===== config.mk =====
export PLATFORM = sky130hd
export DESIGN_NAME = spectral_pixel_binning_core
export DESIGN_NICKNAME = d
export VERILOG_FILES = /design/src/spb_pkg.sv /design/src/spb_front.sv /design/src/spb_queue.sv /design/src/spb_back.sv /design/src/spectral_pixel_binning_core.sv
export SDC_FILE = /design/constraint.sdc
export NUM_CORES = 1
export LEC_CHECK = 0
export ABC_CLOCK_PERIOD_IN_PS = 7050
export BUFFER_PORTS_ARGS = -buffer_cell sky130_fd_sc_hd__buf_2
export CAP_MARGIN = 20
export CORE_MARGIN = 3
export CORE_UTILIZATION = 50
export CTS_CLUSTER_SIZE = 28
export DETAILED_ROUTE_END_ITERATION = 6
export PLACE_DENSITY_LB_ADDON = 0.25
export SYNTH_ARGS = -nofsm -noshare
export SYNTH_HDL_FRONTEND = slang
export SYNTH_SLANG_ARGS = --single-unit
export TNS_END_PERCENT = 5

===== constraint.sdc =====
create_clock -name clk_i -period 7.05 [get_ports clk_i]
set_clock_uncertainty 0.05 [all_clocks]
set_input_delay 0.3525 -clock clk_i [delete_from_list [all_inputs] [get_ports clk_i]]
set_output_delay 0.3525 -clock clk_i [all_outputs]
set_load 0.02 [all_outputs]

===== src/spb_pkg.sv =====
// Shared constants, configuration and queue item types of the pixel binning core.
`default_nettype none

package spb_pkg;

  localparam int unsigned MaxBin  = 64;
  localparam int unsigned MaxRow  = 4096;
  localparam int unsigned PixW    = 8;
  localparam int unsigned BinW    = $clog2(MaxBin + 1);
  localparam int unsigned PosW    = $clog2(MaxBin);
  localparam int unsigned RowW    = $clog2(MaxRow + 1);
  localparam int unsigned ColW    = $clog2(MaxRow);
  localparam int unsigned SumW    = PixW + PosW;
  localparam int unsigned DivCntW = $clog2(SumW + 1);
  localparam int unsigned QDepth  = 4;
  localparam int unsigned QPtrW   = $clog2(QDepth);
  localparam int unsigned QCntW   = $clog2(QDepth + 1);
  localparam int unsigned CfgIdxW = 2;
  localparam int unsigned CfgW    = RowW;

  localparam logic [BinW-1:0] BinSizeRst = BinW'(20);
  localparam logic [RowW-1:0] RowLenRst  = RowW'(MaxRow);
  localparam logic [PosW-1:0] PickOffRst = PosW'(10);

  typedef enum logic [CfgIdxW-1:0] {
    CfgMeanMode  = 2'd0,
    CfgBinSize   = 2'd1,
    CfgRowLength = 2'd2,
    CfgPickOff   = 2'd3
  } cfg_idx_e;

  typedef struct packed {
    logic            mean_mode;
    logic [BinW-1:0] bin_size;
    logic [RowW-1:0] row_length;
    logic [PosW-1:0] pick_offset;
  } cfg_t;

  typedef struct packed {
    logic            mean_mode;
    logic            row_last;
    logic [SumW-1:0] sum;
    logic [BinW-1:0] divisor;
    logic [PixW-1:0] picked;
  } job_t;

endpackage

`default_nettype wire


===== src/spb_front.sv =====
// Front end: pixel intake, bin and row counters, sum and pick capture.
`default_nettype none

module spb_front (
  input  wire logic                      clk_i,
  input  wire logic                      rst_ni,
  input  wire spb_pkg::cfg_t             cfg_i,
  input  wire logic                      s_axis_tvalid,
  output logic                           s_axis_tready,
  input  wire logic [spb_pkg::PixW-1:0]  s_axis_tdata,
  input  wire logic                      q_full_i,
  output logic                           q_push_o,
  output spb_pkg::job_t                  q_job_o
);

  logic [spb_pkg::ColW-1:0] col_q, col_d;
  logic [spb_pkg::PosW-1:0] bin_pos_q, bin_pos_d;
  logic [spb_pkg::SumW-1:0] sum_q, sum_d;
  logic [spb_pkg::PixW-1:0] picked_q, picked_d;

  logic [spb_pkg::BinW-1:0] bin_eff, off_sat, bp;
  logic [spb_pkg::RowW-1:0] row_eff, col_inc, rows_left;
  logic [spb_pkg::SumW-1:0] sum_new;
  logic                     accept, row_end, bin_end, pick_last;

  assign s_axis_tready = !q_full_i;
  assign accept        = s_axis_tvalid && s_axis_tready;

  always_comb begin
    if (cfg_i.bin_size == '0) begin
      bin_eff = spb_pkg::BinW'(1);
    end else if (cfg_i.bin_size > spb_pkg::BinW'(spb_pkg::MaxBin)) begin
      bin_eff = spb_pkg::BinW'(spb_pkg::MaxBin);
    end else begin
      bin_eff = cfg_i.bin_size;
    end
    if (cfg_i.row_length == '0) begin
      row_eff = spb_pkg::RowW'(1);
    end else if (cfg_i.row_length > spb_pkg::RowW'(spb_pkg::MaxRow)) begin
      row_eff = spb_pkg::RowW'(spb_pkg::MaxRow);
    end else begin
      row_eff = cfg_i.row_length;
    end
    if ({1'b0, cfg_i.pick_offset} >= bin_eff) begin
      off_sat = bin_eff - spb_pkg::BinW'(1);
    end else begin
      off_sat = {1'b0, cfg_i.pick_offset};
    end
  end

  assign sum_new   = sum_q + spb_pkg::SumW'(s_axis_tdata);
  assign picked_d  = (accept && (bin_pos_q == off_sat[spb_pkg::PosW-1:0])) ? s_axis_tdata
                                                                            : picked_q;
  assign bp        = {1'b0, bin_pos_q} + spb_pkg::BinW'(1);
  assign col_inc   = {1'b0, col_q} + spb_pkg::RowW'(1);
  assign row_end   = col_inc >= row_eff;
  assign bin_end   = bp >= bin_eff;
  assign rows_left = row_eff - col_inc;
  assign pick_last = row_end || (rows_left < spb_pkg::RowW'(bin_eff));

  always_comb begin
    q_job_o.mean_mode = cfg_i.mean_mode;
    q_job_o.row_last  = cfg_i.mean_mode ? row_end : pick_last;
    q_job_o.sum       = sum_new;
    q_job_o.divisor   = bin_end ? bin_eff : bp;
    q_job_o.picked    = picked_d;
    q_push_o          = accept && (bin_end || (row_end && cfg_i.mean_mode));
  end

  always_comb begin
    col_d     = col_q;
    bin_pos_d = bin_pos_q;
    sum_d     = sum_q;
    if (accept) begin
      col_d = row_end ? '0 : col_inc[spb_pkg::ColW-1:0];
      if (bin_end || row_end) begin
        bin_pos_d = '0;
        sum_d     = '0;
      end else begin
        bin_pos_d = bp[spb_pkg::PosW-1:0];
        sum_d     = sum_new;
      end
    end
  end

  always_ff @(posedge clk_i or negedge rst_ni) begin
    if (!rst_ni) begin
      col_q     <= '0;
      bin_pos_q <= '0;
      sum_q     <= '0;
      picked_q  <= '0;
    end else begin
      col_q     <= col_d;
      bin_pos_q <= bin_pos_d;
      sum_q     <= sum_d;
      picked_q  <= picked_d;
    end
  end

  a_row_wrap: assert property (@(posedge clk_i) disable iff (!rst_ni)
    (accept && row_end) |=> (col_q == '0 && bin_pos_q == '0 && sum_q == '0))
    else $error("row end did not restart counters");

  a_push_room: assert property (@(posedge clk_i) disable iff (!rst_ni)
    q_push_o |-> !q_full_i)
    else $error("push into full queue");

endmodule

`default_nettype wire


===== src/spb_queue.sv =====
// Short item queue between the front end and the divider back end.
`default_nettype none

module spb_queue (
  input  wire logic          clk_i,
  input  wire logic          rst_ni,
  input  wire logic          push_i,
  input  wire spb_pkg::job_t job_i,
  input  wire logic          pop_i,
  output spb_pkg::job_t      job_o,
  output logic               full_o,
  output logic               empty_o
);

  spb_pkg::job_t               mem_q [spb_pkg::QDepth];
  logic [spb_pkg::QPtrW-1:0]   wr_q, rd_q;
  logic [spb_pkg::QCntW-1:0]   cnt_q, cnt_d;

  assign full_o  = cnt_q == spb_pkg::QCntW'(spb_pkg::QDepth);
  assign empty_o = cnt_q == '0;
  assign job_o   = mem_q[rd_q];

  always_comb begin
    cnt_d = cnt_q;
    if (push_i && !pop_i) begin
      cnt_d = cnt_q + spb_pkg::QCntW'(1);
    end else if (pop_i && !push_i) begin
      cnt_d = cnt_q - spb_pkg::QCntW'(1);
    end
  end

  always_ff @(posedge clk_i) begin
    if (push_i) begin
      mem_q[wr_q] <= job_i;
    end
  end

  always_ff @(posedge clk_i or negedge rst_ni) begin
    if (!rst_ni) begin
      wr_q  <= '0;
      rd_q  <= '0;
      cnt_q <= '0;
    end else begin
      cnt_q <= cnt_d;
      if (push_i) begin
        wr_q <= wr_q + spb_pkg::QPtrW'(1);
      end
      if (pop_i) begin
        rd_q <= rd_q + spb_pkg::QPtrW'(1);
      end
    end
  end

  a_cnt_range: assert property (@(posedge clk_i) disable iff (!rst_ni)
    cnt_q <= spb_pkg::QCntW'(spb_pkg::QDepth))
    else $error("queue count overflow");

endmodule

`default_nettype wire


===== src/spb_back.sv =====
// Back end: restoring divider for bin means and the output register.
`default_nettype none

module spb_back (
  input  wire logic                      clk_i,
  input  wire logic                      rst_ni,
  input  wire logic                      q_empty_i,
  input  wire spb_pkg::job_t             q_job_i,
  output logic                           q_pop_o,
  output logic                           m_axis_tvalid,
  input  wire logic                      m_axis_tready,
  output logic [spb_pkg::PixW-1:0]       m_axis_tdata,
  output logic                           m_axis_tlast
);

  typedef enum logic [2:0] {
    BkIdle = 3'b001,
    BkDiv  = 3'b010,
    BkOut  = 3'b100
  } bk_state_e;

  bk_state_e                   state_q, state_d;
  logic [spb_pkg::SumW-1:0]    acc_q, acc_d;
  logic [spb_pkg::BinW-1:0]    rem_q, rem_d, div_q, div_d;
  logic [spb_pkg::DivCntW-1:0] cnt_q, cnt_d;
  logic [spb_pkg::PixW-1:0]    data_q, data_d;
  logic                        last_q, last_d;

  logic [spb_pkg::BinW:0]      trial;
  logic                        ge;
  logic [spb_pkg::BinW-1:0]    rem_step;
  logic [spb_pkg::SumW-1:0]    acc_step;

  assign trial    = {rem_q, acc_q[spb_pkg::SumW-1]};
  assign ge       = trial >= {1'b0, div_q};
  assign rem_step = ge ? spb_pkg::BinW'(trial - {1'b0, div_q}) : trial[spb_pkg::BinW-1:0];
  assign acc_step = {acc_q[spb_pkg::SumW-2:0], ge};

  assign q_pop_o       = (state_q == BkIdle) && !q_empty_i;
  assign m_axis_tvalid = state_q == BkOut;
  assign m_axis_tdata  = data_q;
  assign m_axis_tlast  = last_q;

  always_comb begin
    state_d = state_q;
    acc_d   = acc_q;
    rem_d   = rem_q;
    div_d   = div_q;
    cnt_d   = cnt_q;
    data_d  = data_q;
    last_d  = last_q;
    unique case (state_q)
      BkIdle: begin
        if (!q_empty_i) begin
          last_d = q_job_i.row_last;
          if (q_job_i.mean_mode) begin
            acc_d   = q_job_i.sum;
            rem_d   = '0;
            div_d   = q_job_i.divisor;
            cnt_d   = '0;
            state_d = BkDiv;
          end else begin
            data_d  = q_job_i.picked;
            state_d = BkOut;
          end
        end
      end
      BkDiv: begin
        acc_d = acc_step;
        rem_d = rem_step;
        cnt_d = cnt_q + spb_pkg::DivCntW'(1);
        if (cnt_q == spb_pkg::DivCntW'(spb_pkg::SumW - 1)) begin
          data_d  = acc_step[spb_pkg::PixW-1:0];
          state_d = BkOut;
        end
      end
      BkOut: begin
        if (m_axis_tready) begin
          state_d = BkIdle;
        end
      end
      default: state_d = BkIdle;
    endcase
  end

  always_ff @(posedge clk_i) begin
    acc_q  <= acc_d;
    rem_q  <= rem_d;
    div_q  <= div_d;
    data_q <= data_d;
    last_q <= last_d;
  end

  always_ff @(posedge clk_i or negedge rst_ni) begin
    if (!rst_ni) begin
      state_q <= BkIdle;
      cnt_q   <= '0;
    end else begin
      state_q <= state_d;
      cnt_q   <= cnt_d;
    end
  end

  a_div_nonzero: assert property (@(posedge clk_i) disable iff (!rst_ni)
    (state_q == BkDiv) |-> (div_q != '0))
    else $error("divide by zero");

  a_div_len: assert property (@(posedge clk_i) disable iff (!rst_ni)
    (state_q == BkDiv) |-> (cnt_q < spb_pkg::DivCntW'(spb_pkg::SumW)))
    else $error("divider ran past its step count");

endmodule

`default_nettype wire


===== src/spectral_pixel_binning_core.sv =====
// Top level of the pixel binning core: configuration registers, front end, queue, back end.
// A pick result passes through the queue and the back-end output register after the accept
// of the pixel that ends its bin; a mean result also passes through the shared restoring divider.
// Throughput: one pixel per cycle while the 4-item queue has room; the back end handles one
// result at a time and holds it in its output register until the receiver takes it.
// Reset: counters, sum and queue clear, registers load their defaults; no clearing pass.
`default_nettype none

module spectral_pixel_binning_core (
  input  wire logic                         clk_i,
  input  wire logic                         rst_ni,
  input  wire logic                         cfg_we_i,
  input  wire logic [spb_pkg::CfgIdxW-1:0]  cfg_idx_i,
  input  wire logic [spb_pkg::CfgW-1:0]     cfg_wdata_i,
  input  wire logic                         s_axis_tvalid,
  output logic                              s_axis_tready,
  input  wire logic [7:0]                   s_axis_tdata,  // [7:0] pixel
  output logic                              m_axis_tvalid,
  input  wire logic                         m_axis_tready,
  output logic [7:0]                        m_axis_tdata,  // [7:0] binned_value
  output logic                              m_axis_tlast
);

  spb_pkg::cfg_t cfg_q;
  spb_pkg::job_t push_job, head_job;
  logic          push, pop, q_full, q_empty;

  always_ff @(posedge clk_i or negedge rst_ni) begin
    if (!rst_ni) begin
      cfg_q.mean_mode   <= 1'b0;
      cfg_q.bin_size    <= spb_pkg::BinSizeRst;
      cfg_q.row_length  <= spb_pkg::RowLenRst;
      cfg_q.pick_offset <= spb_pkg::PickOffRst;
    end else if (cfg_we_i) begin
      unique case (spb_pkg::cfg_idx_e'(cfg_idx_i))
        spb_pkg::CfgMeanMode:  cfg_q.mean_mode   <= cfg_wdata_i[0];
        spb_pkg::CfgBinSize:   cfg_q.bin_size    <= cfg_wdata_i[spb_pkg::BinW-1:0];
        spb_pkg::CfgRowLength: cfg_q.row_length  <= cfg_wdata_i[spb_pkg::RowW-1:0];
        spb_pkg::CfgPickOff:   cfg_q.pick_offset <= cfg_wdata_i[spb_pkg::PosW-1:0];
        default: ;
      endcase
    end
  end

  spb_front u_front (
    .clk_i         (clk_i),
    .rst_ni        (rst_ni),
    .cfg_i         (cfg_q),
    .s_axis_tvalid (s_axis_tvalid),
    .s_axis_tready (s_axis_tready),
    .s_axis_tdata  (s_axis_tdata),
    .q_full_i      (q_full),
    .q_push_o      (push),
    .q_job_o       (push_job)
  );

  spb_queue u_queue (
    .clk_i   (clk_i),
    .rst_ni  (rst_ni),
    .push_i  (push),
    .job_i   (push_job),
    .pop_i   (pop),
    .job_o   (head_job),
    .full_o  (q_full),
    .empty_o (q_empty)
  );

  spb_back u_back (
    .clk_i         (clk_i),
    .rst_ni        (rst_ni),
    .q_empty_i     (q_empty),
    .q_job_i       (head_job),
    .q_pop_o       (pop),
    .m_axis_tvalid (m_axis_tvalid),
    .m_axis_tready (m_axis_tready),
    .m_axis_tdata  (m_axis_tdata),
    .m_axis_tlast  (m_axis_tlast)
  );

endmodule

`default_nettype wire


==> run metrics <==
status=complete, no violations; Sink Count=242; RD Place Congestion=0.846; initial antenna violation count=0; # setup viols final=0; Setup crit end=u_queue.cnt_q[2]; Worst setup SP type=register; post-synthesis cell type count=approximately 70; Max FO, Critical Path=7; Critical R2R Capture=u_queue.cnt_q[2]; count of final max-slew check failures=0; final WL=24.0 mm; power after layout=5.69 mW; cts bufs inserted=26; FF-to-FF path depth=18; Via density=5.66; Final Hold Slack=0.0348 ns; final net count=1,046; Tmin final=4.26 ns; Initial DRC Count=450; maximum clock rate=0.235 GHz; crit path from=u_front.col_q[1]; Die ar.=between 0.02 and 0.03 mm^2; MaxCap Viol Count=0; count leader, synth=edfxtp_1; Clock Tree Buf Depth=3; part of the Yosys area used for sequential elements=0.579; final hold viol count=0; Non-Filler Instances=1,290; Post-CTS Resized=0; pre-CTS setup slack=2.79 ns; CP peak stage delay=0.40 ns; FP Rows=55; largest net degree at the start of global routing=70; setup slack after layout=2.79 ns; Post-CTS Setup Bufs=0; worst reg2reg startpoint=u_front.col_q[1]; Reg clk slew, reported paths=0.06 ns; Synth area leaders=edfxtp_1 41%, dfrtp_1 16%, ha_1 6.0%, mux4_2 5.9%, mux2_2 3.6%; Slew @ Worst Pin=roughly 0.92 ns; Hold Crit Class=in2reg; share of cells above drive strength 1=0.187; Fill cells=1,836; EDFF count, synth=161; largest area contributor in the netlist=edfxtp_1; Die X=160 um; I/O pin cnt=39; Clock Tree Root=clkbuf_16; worst path arrival time=4.67 ns; post-DP HPWL=16.3 mm; final setup TNS=0 ns; Post-Syn Area=between 0.01 and 0.015 mm^2; slew margin rel.=0.384; worst ir drop on vdd=0.300 mV; RSZ-0062 raised after global routing=no; first-pass GRT wire length=39.6 mm; Async SR Flop Fraction=0.335; gr usage total=0.190; Starting Density=0.516; Post-Syn Instances=904; die height=160 um; CP max stage cell=ha_1; via count=7,302; diode count=0; LEAKAGE=5.34 nW; Most used DFF post-synth=edfxtp_1; placed cells=1,235; Overflow after GRT=0; vias in the first global route=7,492; worst path required time=7.46 ns; detailed-router iteration count before antenna repair=5; FF-to-FF setup slack=about 2.8 ns; CP Capture Type=register; Wirelength per Cell=18.6 um; P per Cell Area=424 mW/mm^2; syn_area_per_cell=13.1 um^2; area grow syn2layout=13.2%; Worst-Skew Late Latency=about 0.53 ns; core area=~0.023 mm^2; H-Tree Depth=1; synth warn=0; Final Cycle Share=0.604; synth cell count leaders=161 x edfxtp_1, 97 x nand2_1, 75 x dfrtp_1, 57 x ha_1, 41 x inv_1; number of synthesized register bits=roughly 240; Yosys top cell area share=0.408; CTS tree=yes; critical-path cell list=ha_1, nand3_1, nor2_1, and3_1, nand3_1, xor2_1, ha_1, nand4_1, nor3_1, a21o_1, nand3_1, o22ai_2, ha_1, inv_1, fa_1, xor2_1, nor2_1, xor2_1; kind of critical path=reg2reg; ANT nets after route=0; Syn Nets=approximately 990; I/O Buffers=38; Remaining DRCs=0
-- cells by family (layout without fill, tap and decap cells) --
group,count (synthesis),in the layout,synth area share
mux,77,77,0.102
xor+xnor,44,44,0.0325
buf+inv,75,148,0.0238
flops,242,242,0.579
compound gates,163,163,0.0944
fa+ha+maj,61,61,0.0669
simple gates,242,242,0.101
-- cell usage in the layout, fill, tap and decap left out, types with 7 or more instances in the layout --
cell type,synthesis,routed
edfxtp_1,161,161
nand2_1,97,97
dfrtp_1,75,74
ha_1,57,57
inv_1,41,41
mux2_2,38,38
buf_2,1,37
a21oi_1,36,36
o21ai_0,33,33
mux4_2,31,31
nand3_1,28,28
nor2_1,27,27
clkbuf_16,0,26
xnor2_1,24,24
nor2b_1,23,23
xor2_1,20,20
a22o_1,17,17
buf_4,0,14
nor3_1,13,12
a21o_1,9,9
nand2b_1,9,9
o21a_1,8,8
nand4_1,8,8
mux2i_1,8,8
and3_1,7,7
a211oi_1,7,7
dlygate4sd3_1,0,7
-- layout make-up --
class	instances	area, um^2	area share
repair buffers	58	360	0.0269
well taps	313	392	0.0292
clock inverters	16	245	0.0183
multi-input cells	587	4710	0.351
inverters	42	158	0.0117
clock buffers	32	683	0.0509
flip-flops and latches	242	6870	0.512
-- registers in the layout, summed over array words and instances, names as in the netlist, 4 cells and up --
register,flops
cfg_q,27
u_back.m_axis_tdata,8
u_back.div_q,7
u_front.picked_q,8
u_queue.mem_q,124
u_front.bin_pos_q,6
u_back.rem_q,7
u_front.sum_q,14
u_front.col_q,12
u_back.acc_q,14
u_back.cnt_q,4
-- layer usage --
metal	up-vias	share of wire	global-route usage
li1	3484	-	-
met1	3600	0.45	0.265
met2	188	0.49	0.324
met3	30	0.048	0.0241
met4	0	0.019	0.0410
met5	-	0	0
-- report_power, final --
| part | internal [mW] | switching, mW | total [mW] |
|---|---|---|---|
| combinational | 0.837 | 1.18 | 2.02 |
| clock | 0.910 | 0.550 | 1.46 |
| sequential | 2.02 | 0.185 | 2.21 |
| total | 3.77 | 1.92 | 5.69 |
-- worst min-delay path by stage --
stage	startpoint	end	slack [ns]	cells after the start
after floorplan	rst_ni	cfg_q[0]	0.007	0
after global placement	rst_ni	u_back.cnt_q[2]	0.17	1
after detailed placement	rst_ni	u_back.cnt_q[0]	0.17	1
after CTS	cfg_wdata_i[6]	cfg_q[25]	0.02	2
after global routing	cfg_wdata_i[6]	cfg_q[25]	0.05	2
final	cfg_wdata_i[6]	cfg_q[25]	0.03	2
-- what timing repair did --
| item | 4_1_cts | 5_1_grt |
|---|---|---|
| hold endpoints to repair | 18 | 0 |
| endpoints found under the setup margin | 0 | 0 |
| hold buffers | 7 | 0 |
-- stage by stage --
step | area (um^2) | util
finish | 13400 | 0.584
global route | 13400 | 0.584
detailed placement | 12400 | 0.540
global placement | 12400 | 0.540
CTS | 13400 | 0.584
floorplan | 11900 | -
-- worst max-delay path: cells and delay by family (launching register included) --
kind | cells | cell delay [ns]
buf+inv | 1 | 0.06
flops | 1 | 0.39
compound gates | 2 | 0.54
simple gates | 8 | 1.44
fa+ha+maj | 4 | 1.25
xor+xnor | 3 | 0.49
No activity file was read; power rests on OpenSTA's default activity.
